[config.mk]
export PLATFORM = sky130hd
export DESIGN_NAME = log_mel_dct_cepstrum_flat
export DESIGN_NICKNAME = d
export VERILOG_FILES = /design/src/lmd_pkg.sv /design/src/lmd_ifs.sv /design/src/log_mel_dct_cepstrum.sv /design/src/lmd_ram.sv /design/src/lmd_log.sv /design/src/flat_wrapper.sv
export SDC_FILE = /design/constraint.sdc
export NUM_CORES = 2
export LEC_CHECK = 0
export BUFFER_PORTS_ARGS = -buffer_cell sky130_fd_sc_hd__buf_2
export CORE_MARGIN = 10
export CORE_UTILIZATION = 25
export DETAILED_ROUTE_END_ITERATION = 12
export GPL_ROUTABILITY_DRIVEN = 1
export GPL_TIMING_DRIVEN = 1
export PLACE_DENSITY = 0.37
export SLEW_MARGIN = 20
export SYNTH_ARGS = -nofsm -noshare
export SYNTH_HDL_FRONTEND = slang
export SYNTH_HIERARCHICAL = 1
export SYNTH_SLANG_ARGS = --single-unit
[constraint.sdc]
create_clock -name clk -period 10.6 [get_ports clk]
set_clock_uncertainty 0.1 [all_clocks]
set_input_delay 1.06 -clock clk [delete_from_list [all_inputs] [get_ports clk]]
set_output_delay 1.06 -clock clk [all_outputs]
set_load 0.02 [all_outputs]
[src/lmd_pkg.sv]
// Shared constants, types and the quarter-wave cosine table of the cepstrum block.
// Depends on nothing; used by every RTL file of the block except lmd_ram.
package lmd_pkg;

  localparam int MEL_CHANNELS     = 32;
  localparam int MAX_COEFFICIENTS = 16;

  localparam int DATA_W  = 32;
  localparam int IDX_W   = 4;
  localparam int COUNT_W = 5;
  localparam logic [COUNT_W-1:0] COUNT_RESET = 5'd12;

  localparam int BAND_W = $clog2(MEL_CHANNELS);
  localparam int CI_W   = $clog2(MAX_COEFFICIENTS);
  // Angle in units of pi/(2N), kept modulo 4N.
  localparam int A_W    = $clog2(4 * MEL_CHANNELS);
  localparam int R_W    = $clog2(MEL_CHANNELS + 1);

  localparam int LG_W   = 21;
  localparam int LG10_W = 25;
  localparam int COS_W  = 16;
  localparam int PROD_W = LG10_W + COS_W;

  localparam logic signed [LG_W-1:0] ZERO_LOG = -21'sd655360;
  localparam logic signed [29:0] LOG10_2_Q30 = 30'sd323228497;

  localparam longint unsigned Q30_ONE = 64'd1073741824;
  localparam longint unsigned PI_Q30  = 64'd3373259426;
  localparam longint unsigned TWO_N   = 64'(2 * MEL_CHANNELS);

  typedef logic signed [COS_W-1:0] qcos_tab_t [MEL_CHANNELS+1];

  // cos(pi*r/(2N)) in Q1.14, by a short Taylor series in Q30.
  function automatic logic signed [COS_W-1:0] quarter_cos(int unsigned r);
    longint unsigned x;
    longint unsigned x2;
    longint unsigned t;
    longint c;
    x  = PI_Q30 * 64'(r) / TWO_N;
    x2 = (x * x) >> 30;
    t  = Q30_ONE;
    t  = Q30_ONE - ((x2 * t) >> 30) / 90;
    t  = Q30_ONE - ((x2 * t) >> 30) / 56;
    t  = Q30_ONE - ((x2 * t) >> 30) / 30;
    t  = Q30_ONE - ((x2 * t) >> 30) / 12;
    c  = longint'(Q30_ONE) - longint'(((x2 * t) >> 30) / 2);
    if (c < 0) begin
      c = 0;
    end
    return COS_W'((c + 32768) >>> 16);
  endfunction

  function automatic qcos_tab_t build_qcos();
    qcos_tab_t tab;
    for (int r = 0; r <= MEL_CHANNELS; r++) begin
      tab[r] = quarter_cos(r);
    end
    return tab;
  endfunction

  localparam qcos_tab_t QCOS_TAB = build_qcos();

endpackage

[src/lmd_ifs.sv]
// Valid/ready channel interfaces for the band input and the coefficient output.
// Depends on lmd_pkg for field widths.
interface lmd_in_if;
  logic                       valid;
  logic                       ready;
  logic [lmd_pkg::DATA_W-1:0] mel_energy;
  modport source (output valid, output mel_energy, input ready);
  modport sink (input valid, input mel_energy, output ready);
endinterface

interface lmd_out_if;
  logic                              valid;
  logic                              ready;
  logic signed [lmd_pkg::DATA_W-1:0] coefficient;
  logic [lmd_pkg::IDX_W-1:0]         coefficient_index;
  logic                              last_of_frame;
  modport source (output valid, output coefficient, output coefficient_index,
                  output last_of_frame, input ready);
  modport sink (input valid, input coefficient, input coefficient_index,
                input last_of_frame, output ready);
endinterface

[src/log_mel_dct_cepstrum.sv]
// Log-mel DCT-II cepstrum back end. Each band energy (unsigned Q16.16) is turned
// into a base-10 log by an iterative unit (normalize, squaring and scaling steps),
// then 16 multiply-accumulate passes read, update and write back the coefficient
// sums held in a 16-entry RAM, one entry per cycle, followed by a pipeline drain;
// a new band is taken only once the last is done, so the time a band takes is set
// by the log unit and the RAM's single read port. After the last band of a frame
// the RAM is swept, a read state then a load state per entry, emitting
// coefficient_count results (signed Q19.12) and clearing every entry; each read
// waits until the output register has been taken, so output stalls lengthen the
// sweep. After reset the same sweep clears the RAM before the first band is taken.
// Depends on lmd_pkg, lmd_ifs, lmd_ram and lmd_log.
module log_mel_dct_cepstrum (
  input  logic                        clk,
  input  logic                        rst,
  input  logic                        config_write,
  input  logic [lmd_pkg::COUNT_W-1:0] config_data,
  lmd_in_if.sink                      mel_in,
  lmd_out_if.source                   cep_out
);

  localparam int N = lmd_pkg::MEL_CHANNELS;
  localparam int M = lmd_pkg::MAX_COEFFICIENTS;

  typedef enum logic [5:0] {
    S_IDLE  = 6'b000001,
    S_LOG   = 6'b000010,
    S_MAC   = 6'b000100,
    S_DRAIN = 6'b001000,
    S_RD    = 6'b010000,
    S_LD    = 6'b100000
  } state_t;

  state_t                                   state;
  logic [lmd_pkg::COUNT_W-1:0]              count;
  logic [lmd_pkg::BAND_W-1:0]               band;
  logic [lmd_pkg::CI_W-1:0]                 ci;
  logic [lmd_pkg::CI_W-1:0]                 k;
  logic [lmd_pkg::COUNT_W-1:0]              n_emit;
  logic [lmd_pkg::A_W-1:0]                  angle;
  logic [lmd_pkg::A_W-1:0]                  step;
  logic signed [lmd_pkg::LG10_W-1:0]        lg10;
  logic signed [lmd_pkg::COS_W-1:0]         cos_q;
  logic                                     v1;
  logic                                     v2;
  logic [lmd_pkg::CI_W-1:0]                 i1;
  logic [lmd_pkg::CI_W-1:0]                 i2;
  logic signed [lmd_pkg::PROD_W-1:0]        prod;
  logic                                     out_valid;
  logic signed [lmd_pkg::DATA_W-1:0]        out_coef;
  logic [lmd_pkg::IDX_W-1:0]                out_idx;
  logic                                     out_last;

  logic                                     in_take;
  logic                                     log_done;
  logic signed [lmd_pkg::LG_W-1:0]          lg;
  logic [lmd_pkg::A_W:0]                    angle_sum;
  logic [lmd_pkg::A_W:0]                    a_ext;
  logic [lmd_pkg::R_W-1:0]                  r;
  logic                                     neg;
  logic signed [lmd_pkg::COS_W-1:0]         cos_next;
  logic signed [lmd_pkg::PROD_W-1:0]        prod_rnd;
  logic signed [lmd_pkg::PROD_W-19:0]       term;
  logic signed [lmd_pkg::DATA_W:0]          acc;
  logic signed [lmd_pkg::DATA_W-1:0]        acc_sat;
  logic                                     emit;
  logic                                     ram_we;
  logic [lmd_pkg::CI_W-1:0]                 ram_waddr;
  logic [lmd_pkg::DATA_W-1:0]               ram_wdata;
  logic [lmd_pkg::CI_W-1:0]                 ram_raddr;
  logic [lmd_pkg::DATA_W-1:0]               ram_rdata;
  logic [lmd_pkg::COUNT_W-1:0]              count_clamped;

  assign mel_in.ready = (state == S_IDLE);
  assign in_take      = mel_in.valid && mel_in.ready;

  assign cep_out.valid             = out_valid;
  assign cep_out.coefficient       = out_coef;
  assign cep_out.coefficient_index = out_idx;
  assign cep_out.last_of_frame     = out_last;

  lmd_log u_log (
    .clk   (clk),
    .rst   (rst),
    .start (in_take),
    .m     (mel_in.mel_energy),
    .done  (log_done),
    .lg    (lg)
  );

  // Fold the angle into the first quadrant and look up the cosine.
  always_comb begin
    a_ext = {1'b0, angle};
    if (a_ext <= (lmd_pkg::A_W+1)'(N)) begin
      r   = lmd_pkg::R_W'(a_ext);
      neg = 1'b0;
    end else if (a_ext <= (lmd_pkg::A_W+1)'(2 * N)) begin
      r   = lmd_pkg::R_W'((lmd_pkg::A_W+1)'(2 * N) - a_ext);
      neg = 1'b1;
    end else if (a_ext <= (lmd_pkg::A_W+1)'(3 * N)) begin
      r   = lmd_pkg::R_W'(a_ext - (lmd_pkg::A_W+1)'(2 * N));
      neg = 1'b1;
    end else begin
      r   = lmd_pkg::R_W'((lmd_pkg::A_W+1)'(4 * N) - a_ext);
      neg = 1'b0;
    end
    cos_next = neg ? -lmd_pkg::QCOS_TAB[r] : lmd_pkg::QCOS_TAB[r];
  end

  assign angle_sum = {1'b0, angle} + {1'b0, step};

  // Rounded term and saturating add against the sum read back from the RAM.
  assign prod_rnd = prod + lmd_pkg::PROD_W'(131072);
  assign term     = (lmd_pkg::PROD_W-18)'(prod_rnd >>> 18);
  assign acc      = (lmd_pkg::DATA_W+1)'($signed(ram_rdata)) + (lmd_pkg::DATA_W+1)'(term);
  always_comb begin
    if (acc > (lmd_pkg::DATA_W+1)'(33'sh0_7FFF_FFFF)) begin
      acc_sat = 32'sh7FFF_FFFF;
    end else if (acc < $signed(33'h1_8000_0000)) begin
      acc_sat = $signed(32'h8000_0000);
    end else begin
      acc_sat = lmd_pkg::DATA_W'(acc);
    end
  end

  always_comb begin
    if (count == '0) begin
      count_clamped = lmd_pkg::COUNT_W'(1);
    end else if (count > lmd_pkg::COUNT_W'(M)) begin
      count_clamped = lmd_pkg::COUNT_W'(M);
    end else begin
      count_clamped = count;
    end
  end

  assign emit = (lmd_pkg::COUNT_W'(k) < n_emit);

  // The accumulate pipeline and the sweep never share the RAM ports in one cycle.
  assign ram_raddr = (state == S_RD) ? k : i1;
  assign ram_we    = v2 || (state == S_LD);
  assign ram_waddr = v2 ? i2 : k;
  assign ram_wdata = v2 ? acc_sat : '0;

  lmd_ram #(
    .WIDTH (lmd_pkg::DATA_W),
    .DEPTH (M)
  ) u_sums (
    .clk   (clk),
    .we    (ram_we),
    .waddr (ram_waddr),
    .wdata (ram_wdata),
    .raddr (ram_raddr),
    .rdata (ram_rdata)
  );

  // Payload registers of the multiply-accumulate pipeline.
  always_ff @(posedge clk) begin
    cos_q <= cos_next;
    i1    <= ci;
    prod  <= lmd_pkg::PROD_W'(lg10) * lmd_pkg::PROD_W'(cos_q);
    i2    <= i1;
  end

  always_ff @(posedge clk) begin
    if (rst) begin
      count <= lmd_pkg::COUNT_RESET;
    end else if (config_write) begin
      count <= config_data;
    end
  end

  always_ff @(posedge clk) begin
    if (rst) begin
      state     <= S_RD;
      band      <= '0;
      ci        <= '0;
      k         <= '0;
      n_emit    <= '0;
      v1        <= 1'b0;
      v2        <= 1'b0;
      out_valid <= 1'b0;
    end else begin
      v1 <= (state == S_MAC);
      v2 <= v1;
      if (cep_out.valid && cep_out.ready) begin
        out_valid <= 1'b0;
      end
      case (state)
        S_IDLE: begin
          if (in_take) begin
            step  <= lmd_pkg::A_W'({band, 1'b1});
            angle <= lmd_pkg::A_W'({band, 1'b1});
            state <= S_LOG;
          end
        end
        S_LOG: begin
          if (log_done) begin
            lg10  <= (lmd_pkg::LG10_W'(lg) <<< 3) + (lmd_pkg::LG10_W'(lg) <<< 1);
            ci    <= '0;
            state <= S_MAC;
          end
        end
        S_MAC: begin
          if (angle_sum >= (lmd_pkg::A_W+1)'(4 * N)) begin
            angle <= lmd_pkg::A_W'(angle_sum - (lmd_pkg::A_W+1)'(4 * N));
          end else begin
            angle <= lmd_pkg::A_W'(angle_sum);
          end
          ci <= ci + 1'b1;
          if (ci == lmd_pkg::CI_W'(M - 1)) begin
            state <= S_DRAIN;
          end
        end
        S_DRAIN: begin
          if (!v1 && !v2) begin
            if (band == lmd_pkg::BAND_W'(N - 1)) begin
              band   <= '0;
              k      <= '0;
              n_emit <= count_clamped;
              state  <= S_RD;
            end else begin
              band  <= band + 1'b1;
              state <= S_IDLE;
            end
          end
        end
        S_RD: begin
          if (!out_valid) begin
            state <= S_LD;
          end
        end
        S_LD: begin
          if (emit) begin
            out_valid <= 1'b1;
            out_coef  <= $signed(ram_rdata);
            out_idx   <= lmd_pkg::IDX_W'(k);
            out_last  <= (lmd_pkg::COUNT_W'(k) + 1'b1 == n_emit);
          end
          if (k == lmd_pkg::CI_W'(M - 1)) begin
            state <= S_IDLE;
          end else begin
            k     <= k + 1'b1;
            state <= S_RD;
          end
        end
        default: begin
          state <= S_IDLE;
        end
      endcase
    end
  end

endmodule

[src/lmd_ram.sv]
// Generic simple dual-port RAM: one write port, one read port with registered data.
// Depends on nothing.
module lmd_ram #(
  parameter int WIDTH = 32,
  parameter int DEPTH = 16
) (
  input  logic                     clk,
  input  logic                     we,
  input  logic [$clog2(DEPTH)-1:0] waddr,
  input  logic [WIDTH-1:0]         wdata,
  input  logic [$clog2(DEPTH)-1:0] raddr,
  output logic [WIDTH-1:0]         rdata
);

  logic [WIDTH-1:0] mem [DEPTH];

  always_ff @(posedge clk) begin
    if (we) begin
      mem[waddr] <= wdata;
    end
    rdata <= mem[raddr];
  end

endmodule

[src/lmd_log.sv]
// Iterative base-10 logarithm of an unsigned Q16.16 value, result in signed Q.16.
// Depends on lmd_pkg. Normalizes in five steps, then finds 16 fraction bits by squaring.
module lmd_log (
  input  logic                             clk,
  input  logic                             rst,
  input  logic                             start,
  input  logic [lmd_pkg::DATA_W-1:0]       m,
  output logic                             done,
  output logic signed [lmd_pkg::LG_W-1:0]  lg
);

  typedef enum logic [4:0] {
    L_IDLE = 5'b00001,
    L_NORM = 5'b00010,
    L_SQ   = 5'b00100,
    L_MUL  = 5'b01000,
    L_FIN  = 5'b10000
  } lstate_t;

  lstate_t             state;
  logic [31:0]         y;
  logic [4:0]          p;
  logic [3:0]          cnt;
  logic [15:0]         frac;
  logic                zero;
  logic signed [50:0]  l2prod;
  logic [63:0]         sq;
  logic signed [21:0]  l2;
  logic signed [50:0]  rounded;

  assign sq      = 64'(y) * 64'(y);
  assign l2      = $signed({6'($signed({1'b0, p}) - 6'sd16), frac});
  assign rounded = l2prod + 51'sd536870912;
  assign done    = (state == L_FIN);
  assign lg      = zero ? lmd_pkg::ZERO_LOG : lmd_pkg::LG_W'(rounded >>> 30);

  always_ff @(posedge clk) begin
    if (rst) begin
      state <= L_IDLE;
    end else begin
      case (state)
        L_IDLE: begin
          if (start) begin
            y     <= m;
            p     <= 5'd31;
            cnt   <= '0;
            zero  <= (m == '0);
            state <= L_NORM;
          end
        end
        L_NORM: begin
          // Binary search for the top set bit: 16, 8, 4, 2, 1.
          case (cnt)
            4'd0: if (y[31:16] == '0) begin y <= y << 16; p <= p - 5'd16; end
            4'd1: if (y[31:24] == '0) begin y <= y << 8;  p <= p - 5'd8;  end
            4'd2: if (y[31:28] == '0) begin y <= y << 4;  p <= p - 5'd4;  end
            4'd3: if (y[31:30] == '0) begin y <= y << 2;  p <= p - 5'd2;  end
            default: if (!y[31]) begin y <= y << 1; p <= p - 5'd1; end
          endcase
          if (cnt == 4'd4) begin
            cnt   <= '0;
            state <= L_SQ;
          end else begin
            cnt <= cnt + 4'd1;
          end
        end
        L_SQ: begin
          frac <= {frac[14:0], sq[63]};
          y    <= sq[63] ? sq[63:32] : sq[62:31];
          cnt  <= cnt + 4'd1;
          if (cnt == 4'd15) begin
            state <= L_MUL;
          end
        end
        L_MUL: begin
          l2prod <= 51'(l2) * 51'(lmd_pkg::LOG10_2_Q30);
          state  <= L_FIN;
        end
        L_FIN: begin
          state <= L_IDLE;
        end
        default: begin
          state <= L_IDLE;
        end
      endcase
    end
  end

endmodule

[src/flat_wrapper.sv]
// flat-port wrapper written by rule: the top's interface ports become plain ports
module log_mel_dct_cepstrum_flat 
  (clk, rst, config_write, config_data, mel_in_valid, mel_in_mel_energy, mel_in_ready, cep_out_valid, cep_out_coefficient, cep_out_coefficient_index, cep_out_last_of_frame, cep_out_ready);
  lmd_in_if mel_in_i ();
  lmd_out_if cep_out_i ();
  input  logic clk;
  input  logic rst;
  input  logic config_write;
  input  logic [lmd_pkg::COUNT_W-1:0] config_data;
  input wire logic [$bits(mel_in_i.valid)-1:0] mel_in_valid;
  input wire logic [$bits(mel_in_i.mel_energy)-1:0] mel_in_mel_energy;
  output wire logic [$bits(mel_in_i.ready)-1:0] mel_in_ready;
  output wire logic [$bits(cep_out_i.valid)-1:0] cep_out_valid;
  output wire logic [$bits(cep_out_i.coefficient)-1:0] cep_out_coefficient;
  output wire logic [$bits(cep_out_i.coefficient_index)-1:0] cep_out_coefficient_index;
  output wire logic [$bits(cep_out_i.last_of_frame)-1:0] cep_out_last_of_frame;
  input wire logic [$bits(cep_out_i.ready)-1:0] cep_out_ready;
  assign mel_in_i.valid = mel_in_valid;
  assign mel_in_i.mel_energy = mel_in_mel_energy;
  assign mel_in_ready = mel_in_i.ready;
  assign cep_out_valid = cep_out_i.valid;
  assign cep_out_coefficient = cep_out_i.coefficient;
  assign cep_out_coefficient_index = cep_out_i.coefficient_index;
  assign cep_out_last_of_frame = cep_out_i.last_of_frame;
  assign cep_out_i.ready = cep_out_ready;
  log_mel_dct_cepstrum u_core (.clk(clk), .rst(rst), .config_write(config_write), .config_data(config_data), .mel_in(mel_in_i), .cep_out(cep_out_i));
endmodule
# Yosys cells after proc, flatten, opt, wreduce, memory -nomap -nowiden

Memories as Yosys holds them, arrays and structs flattened. A register that Yosys moved wholly into a read port is not among the register bits.
Index checks and enable logic that the tools add are counted.

Memory bits (writable): 512
Memories: 2
Output and inout bits: 39
Flip-flop bits (word level): 285
Logic and storage cells: 198
ROM bits: 1024

Reductions and logical operators: 35
Add/subtract/negate cells: 21
Multipliers: 3
Equality and inequality tests: 35
$lt $le $gt $ge: 9
Bitwise operators: 2
Multiplexer cells: 64

Memory list:

| name              | words | width | read ports | clocked after memory_dff | write ports | line                        | text |
|---|---|---|---|---|---|---|---|
| (name not given)  | 64    | 16    | 1          | 0                        | 0           | log_mel_dct_cepstrum.sv:106 | `cos_next = neg ? -lmd_pkg::QCOS_TAB[r] : lmd_pkg::QCOS_TAB[r];` |
| u_core.u_sums.mem | 16    | 32    | 1          | 1                        | 1           | lmd_ram.sv:15               | `logic [WIDTH-1:0] mem [DEPTH];` |

Operators with widths:

| cell                   | number |
|---|---|
| $mux 32                | 10 |
| $pmux 32 s4            | 1 |
| $pmux 32 s3            | 1 |
| $mux 5                 | 14 |
| $mul 32x32->64         | 1 |
| $add 51x31->51 const B | 1 |
| $mul 22x30->51 const B | 1 |
| $mux 16                | 3 |
| $mux 6                 | 8 |
| $add 41x19->41 const B | 1 |
| $mul 25x16->41         | 1 |
| $pmux 5 s4             | 2 |
| $pmux 6 s6             | 1 |
| $add 32x23->33         | 1 |
| $gt 33x32->1 const B   | 1 |
| $lt 33x32->1 const B   | 1 |
| $logic_not 32->1       | 1 |
| $mux 4                 | 8 |
| $add 24x22->25         | 1 |
| $reduce_and 3->1       | 8 |
| $mux 21                | 1 |
| $logic_not 16->1       | 1 |
| $neg 16->16            | 1 |
| $pmux 4 s2             | 2 |
| other kinds (60)       | 98 |

# Depth between registers and ports, before layout

Depth after elaboration: 10
Mapped depth: 32

# By module

The synthesis kept the hierarchy.

Modules (own cells, without submodules):

| module               | sequential area each (um^2) | instances | cells each | area each (um^2) |
|---|---|---|---|---|
| lmd_log              | 2502.4                      | 1         | 4518       | 42411.9 |
| log_mel_dct_cepstrum | 3793.6                      | 1         | 2482       | 22763.1 |
| lmd_ram              | 16015.4                     | 1         | 838        | 19835.3 |

# Worst setup path before layout

No wires, ideal clock.

Kind: reg-to-reg
Start: reg u_core.u_log.y[2]
End: reg u_core.u_log.y[26] (data pin)
Arrival: 7.912 ns
Library setup time: 0.259 ns
Cell stages (with the launch flop): 27
Buffers on the path: 3
Setup slack: 2.329 ns
Period minus slack after synthesis: 8.271 ns
Path through: edfxtp_1 > clkbuf_1 > clkbuf_1 > clkbuf_1 > nand2_1 > fa_1 > inv_1 > fa_1 > fa_1 > fa_1 > fa_1 > fa_1 > fa_1 > inv_1 > fa_1 > inv_1 > ha_1 > nand4_1 > nor3_1 > nand4_1 > a311oi_1 > nor3_2 > o41ai_2 > a31o_2 > xor2_1 > and3_1 > a211o_1

Longest elaborated chain between the ends: 3

RTL lines:

| what                   | line          | text |
|---|---|---|
| from (decl)            | lmd_log.sv:21 | `logic [31:0] y;` |
| from (signal assigned) | lmd_log.sv:44 | `y <= m;` |
| from (signal assigned) | lmd_log.sv:58 | `default: if (!y[31]) begin y <= y << 1; p <= p - 5'd1; end` |
| from (signal assigned) | lmd_log.sv:69 | `y <= sq[63] ? sq[63:32] : sq[62:31];` |
| $mul 32x32->64         | lmd_log.sv:31 | `assign sq = 64'(y) * 64'(y);` |
| $mux 32                | lmd_log.sv:69 |  |
| $pmux 32 s3            | lmd_log.sv:41 | `case (state)` |

Every way passes these cells.
A chain may end at the register's enable or synchronous reset.

# Final worst setup path

Start: reg u_core.u_log.y[15]
End: reg u_core.u_log.y[14] (data pin)

The elaborated chain is that of the path after synthesis.

==> impl_metrics.py <==
metrics = {
    "yosys": {
        "syn-num-nets": 9916,
        "ys_top_cells_by_area": "fa_1 31%, edfxtp_1 23%, ha_1 11%",
        "synth.distinct_cells": 102,
        "yosys_warnings": 6,
        "synth-simple-area-share_pct": 9.498,
        "synth_xor_area_share_pct": 2.511,
        "synth_fa_ha_area_share_pct": 41.61,
        "ys_ff_latch": 782,
        "synth_ff_type": "edfxtp_1",
        "synth_edf_count": 665,
        "synthArstFlopShare_pct": 0,
        "yosysSeqAreaShare_pct": 26.25,
        "synth_top_family_by_area": "adder cells",
        "synth.area.mux_share_pct": 3.950,
        "yosys.area.top_type": "fa_1",
        "syn_area_mm2": 0.08501,
        "yosysTopAreaCellShare_pct": 31.04,
        "synthCells": 7838,
        "yosysMostFrequentCell": "inv_1",
        "yosys-top-cells-count": "1772 x inv_1, 1318 x fa_1, 718 x ha_1",
        "synth_compound_area_share_pct": 6.860,
        "synth_area_per_cell_um2": 10.85,
    },
    "sta": {
        "setup-violations-final": 0,
        "rsz0062_at_grt": "false",
        "slew_viol_final": 0,
        "min_period_ns": 9.792,
        "worst_slew_pin_slew_ns": 1.224,
        "fin_setup_tns_ns": 0,
        "max_slew_margin_pct": 18.40,
        "hold_viol": 0,
        "fmax_ghz": 0.1021,
        "finalCritPeriodShare_pct": 92.38,
    },
    "floorplan": {
        "die_h_um": 603.1,
        "fp-row-count": 214,
        "fp.dieW_um": 603.1,
        "dieArea_mm2": 0.3638,
        "pin_count": 81,
        "start_util_pct": 25.06,
        "design.core.area_mm2": 0.3392,
    },
    "cells_and_area": {
        "seq_area_mm2": 0.02231,
        "synthToLayoutAreaGrowth_pct": 10.98,
        "layout-drive-gt1-share_pct": 7.846,
        "multi_input_area_mm2": 0.05499,
        "n_fill_cell": 35550,
        "layout.nets": 9957,
    },
    "cts": {
        "cts_max_path_buffers": 3,
        "cts_sinks": 782,
        "clk_latency_ns": 0.72,
        "post-cts-setup-buffer-count": 0,
        "root_buffer": "clkbuf_16",
        "cts_tree": "yes",
        "htree_levels": 3,
        "cts_resized": 0,
        "holdBufCountCts": 0,
        "clkTransAtPathRegs_ns": 0.06,
        "numCtsBuffers": 88,
    },
    "hold_path": {
        "min_path_type": "flop to flop",
        "hold_depth": 0,
    },
    "job": {
        "maxCapViolations": 0,
    },
    "setup_path": {
        "r2r_cells": 27,
        "start_kind": "flop",
        "crit_arrival_ns": 10.07,
        "endpoint_kind": "flop",
        "cp_common_cell": "fa_1",
        "crit_buf_inv": 7,
        "path_max_fanout": 17,
        "r2r_end": "u_core/u_log/y[14]",
        "critical_path_class": "flop to flop",
        "crit_end": "u_core/u_log/y[14]",
        "critPathRequiredTime_ns": 10.88,
        "rrSetupSlack_ns": 0.81,
        "critPathMaxStageDelay_ns": 1.16,
        "cp-startpoint": "u_core/u_log/y[15]",
        "r2r-start": "u_core/u_log/y[15]",
        "path_depth": 27,
        "crit_family": "adder cells",
        "slowest_stage": "edfxtp_1",
    },
    "placed_design": {
        "portBuffers": 80,
        "dp_hpwl_um": 197000,
        "gp_congestion": 0.8247,
    },
    "global_route": {
        "grt_pass1_wl_um": 391700,
        "grt_pass1_vias": 60550,
        "grt_start_max_net_pins": 93,
        "track_usage_pct": 14.00,
        "grt_antenna_before_repair": 19,
        "overflow": 0,
    },
    "outcome": {
        "status": "finished clean",
    },
    "detailed_routing": {
        "vias_per_cell": 4.403,
        "wl_per_cell_um": 20.51,
        "drt-pass1-iter-count": 6,
        "vias": 55020,
        "drtIter0Drc": 3378,
        "routed_wl_um": 256300,
        "ant_nets": 0,
        "drc_errors": 0,
    },
}
-- cell usage in the layout, fill, tap and decap left out, types with 12 or more instances in the layout --
cell,n
ha_1,718
and2_1,396
a31oi_1,33
buf_4,168
a211oi_1,22
a21o_1,92
buf_2,80
nor2b_1,35
nor3_1,38
nand2_1,634
o211ai_1,18
a31o_2,16
fa_1,1318
and3_1,43
nand3_1,65
edfxtp_1,665
nor2_1,235
nand4_1,38
a221oi_1,23
o21a_1,23
a22oi_1,100
xor2_1,93
nor4_1,18
a21oi_1,240
o21bai_1,20
clkinv_1,18
clkbuf_16,88
mux4_2,132
xnor2_1,146
or3_1,14
clkinv_2,16
or2_2,12
o21ai_0,162
dfxtp_1,117
a211o_1,16
nand2b_1,34
clkbuf_1,22
mux2i_1,28
nor2_4,13
inv_1,1772
-- cells by family after synthesis --
kind of cell / after synthesis
AND/OR/NAND/NOR: 1644
buffers and inverters: 2083
flip-flops: 782
multiplexers: 169
AO/OA/AOI/OAI: 882
adder cells (fa/ha/maj): 2036
XOR/XNOR: 242
-- cell type report --
| cell class | count | share of cell area, % |
|---|---|---|
| diodes | 7 | 0.01857 |
| clock buffers | 115 | 2.481 |
| clock inverters | 49 | 0.5650 |
| inverters | 1779 | 7.083 |
| multi-input cells | 4973 | 58.29 |
| flip-flops and latches | 782 | 23.65 |
| well taps | 4536 | 6.016 |
| repair buffers | 255 | 1.897 |
-- stage by stage --
stage / hold WS [ns] / cell area (µm²) / util [%] / setup slack [ns] / cells
after CTS: 0.2585 / 94290 / 27.79 / 0.8201 / 12490
after floorplan: 0.2257 / 85010 / - / 2.329 / 7838
after detailed placement: 0.2387 / 91420 / 26.95 / 0.9148 / 12320
after global placement: 0.2444 / 91380 / 26.94 / 0.9536 / 12320
final: 0.2567 / 94340 / 27.81 / 0.8078 / 12500
after global routing: 0.2673 / 94330 / 27.81 / 0.3919 / 12490
-- state kept, by name (all words and copies together) (netlist names), 6 cells and up --
register	flops
u_core/angle	7
u_core/cep_out.coefficient	32
u_core/cos_q	16
u_core/lg10	24
u_core/prod	24
u_core/state	6
u_core/u_log/frac	16
u_core/u_log/l2prod	22
u_core/u_log/y	32
u_core/u_sums/mem	512
u_core/u_sums/rdata	32
-- worst min-delay path by stage --
stage | startpoint | to | slack, ns
5_1_grt | u_core/i1[0] | u_core/i2[0] | 0.27
3_5_place_dp | u_core/i1[0] | u_core/i2[0] | 0.24
4_1_cts | u_core/i1[0] | u_core/i2[0] | 0.26
3_3_place_gp | u_core/i1[0] | u_core/i2[0] | 0.24
2_1_floorplan | u_core/i1[1] | u_core/i2[1] | 0.23
6_report | u_core/i1[0] | u_core/i2[0] | 0.26
-- per-layer routing --
metal / routed length (µm) / track usage [%] / vias to the layer above
met5: 13 / 0 / -
met4: 4617 / 2.566 / 2
met3: 8050 / 1.321 / 211
met2: 123900 / 23.78 / 871
met1: 119700 / 19.55 / 28740
li1: - / - / 25200
Power is left out: the tool's default activity adds up to more than one toggle a clock period on the data nets, which glitch-free logic cannot reach.
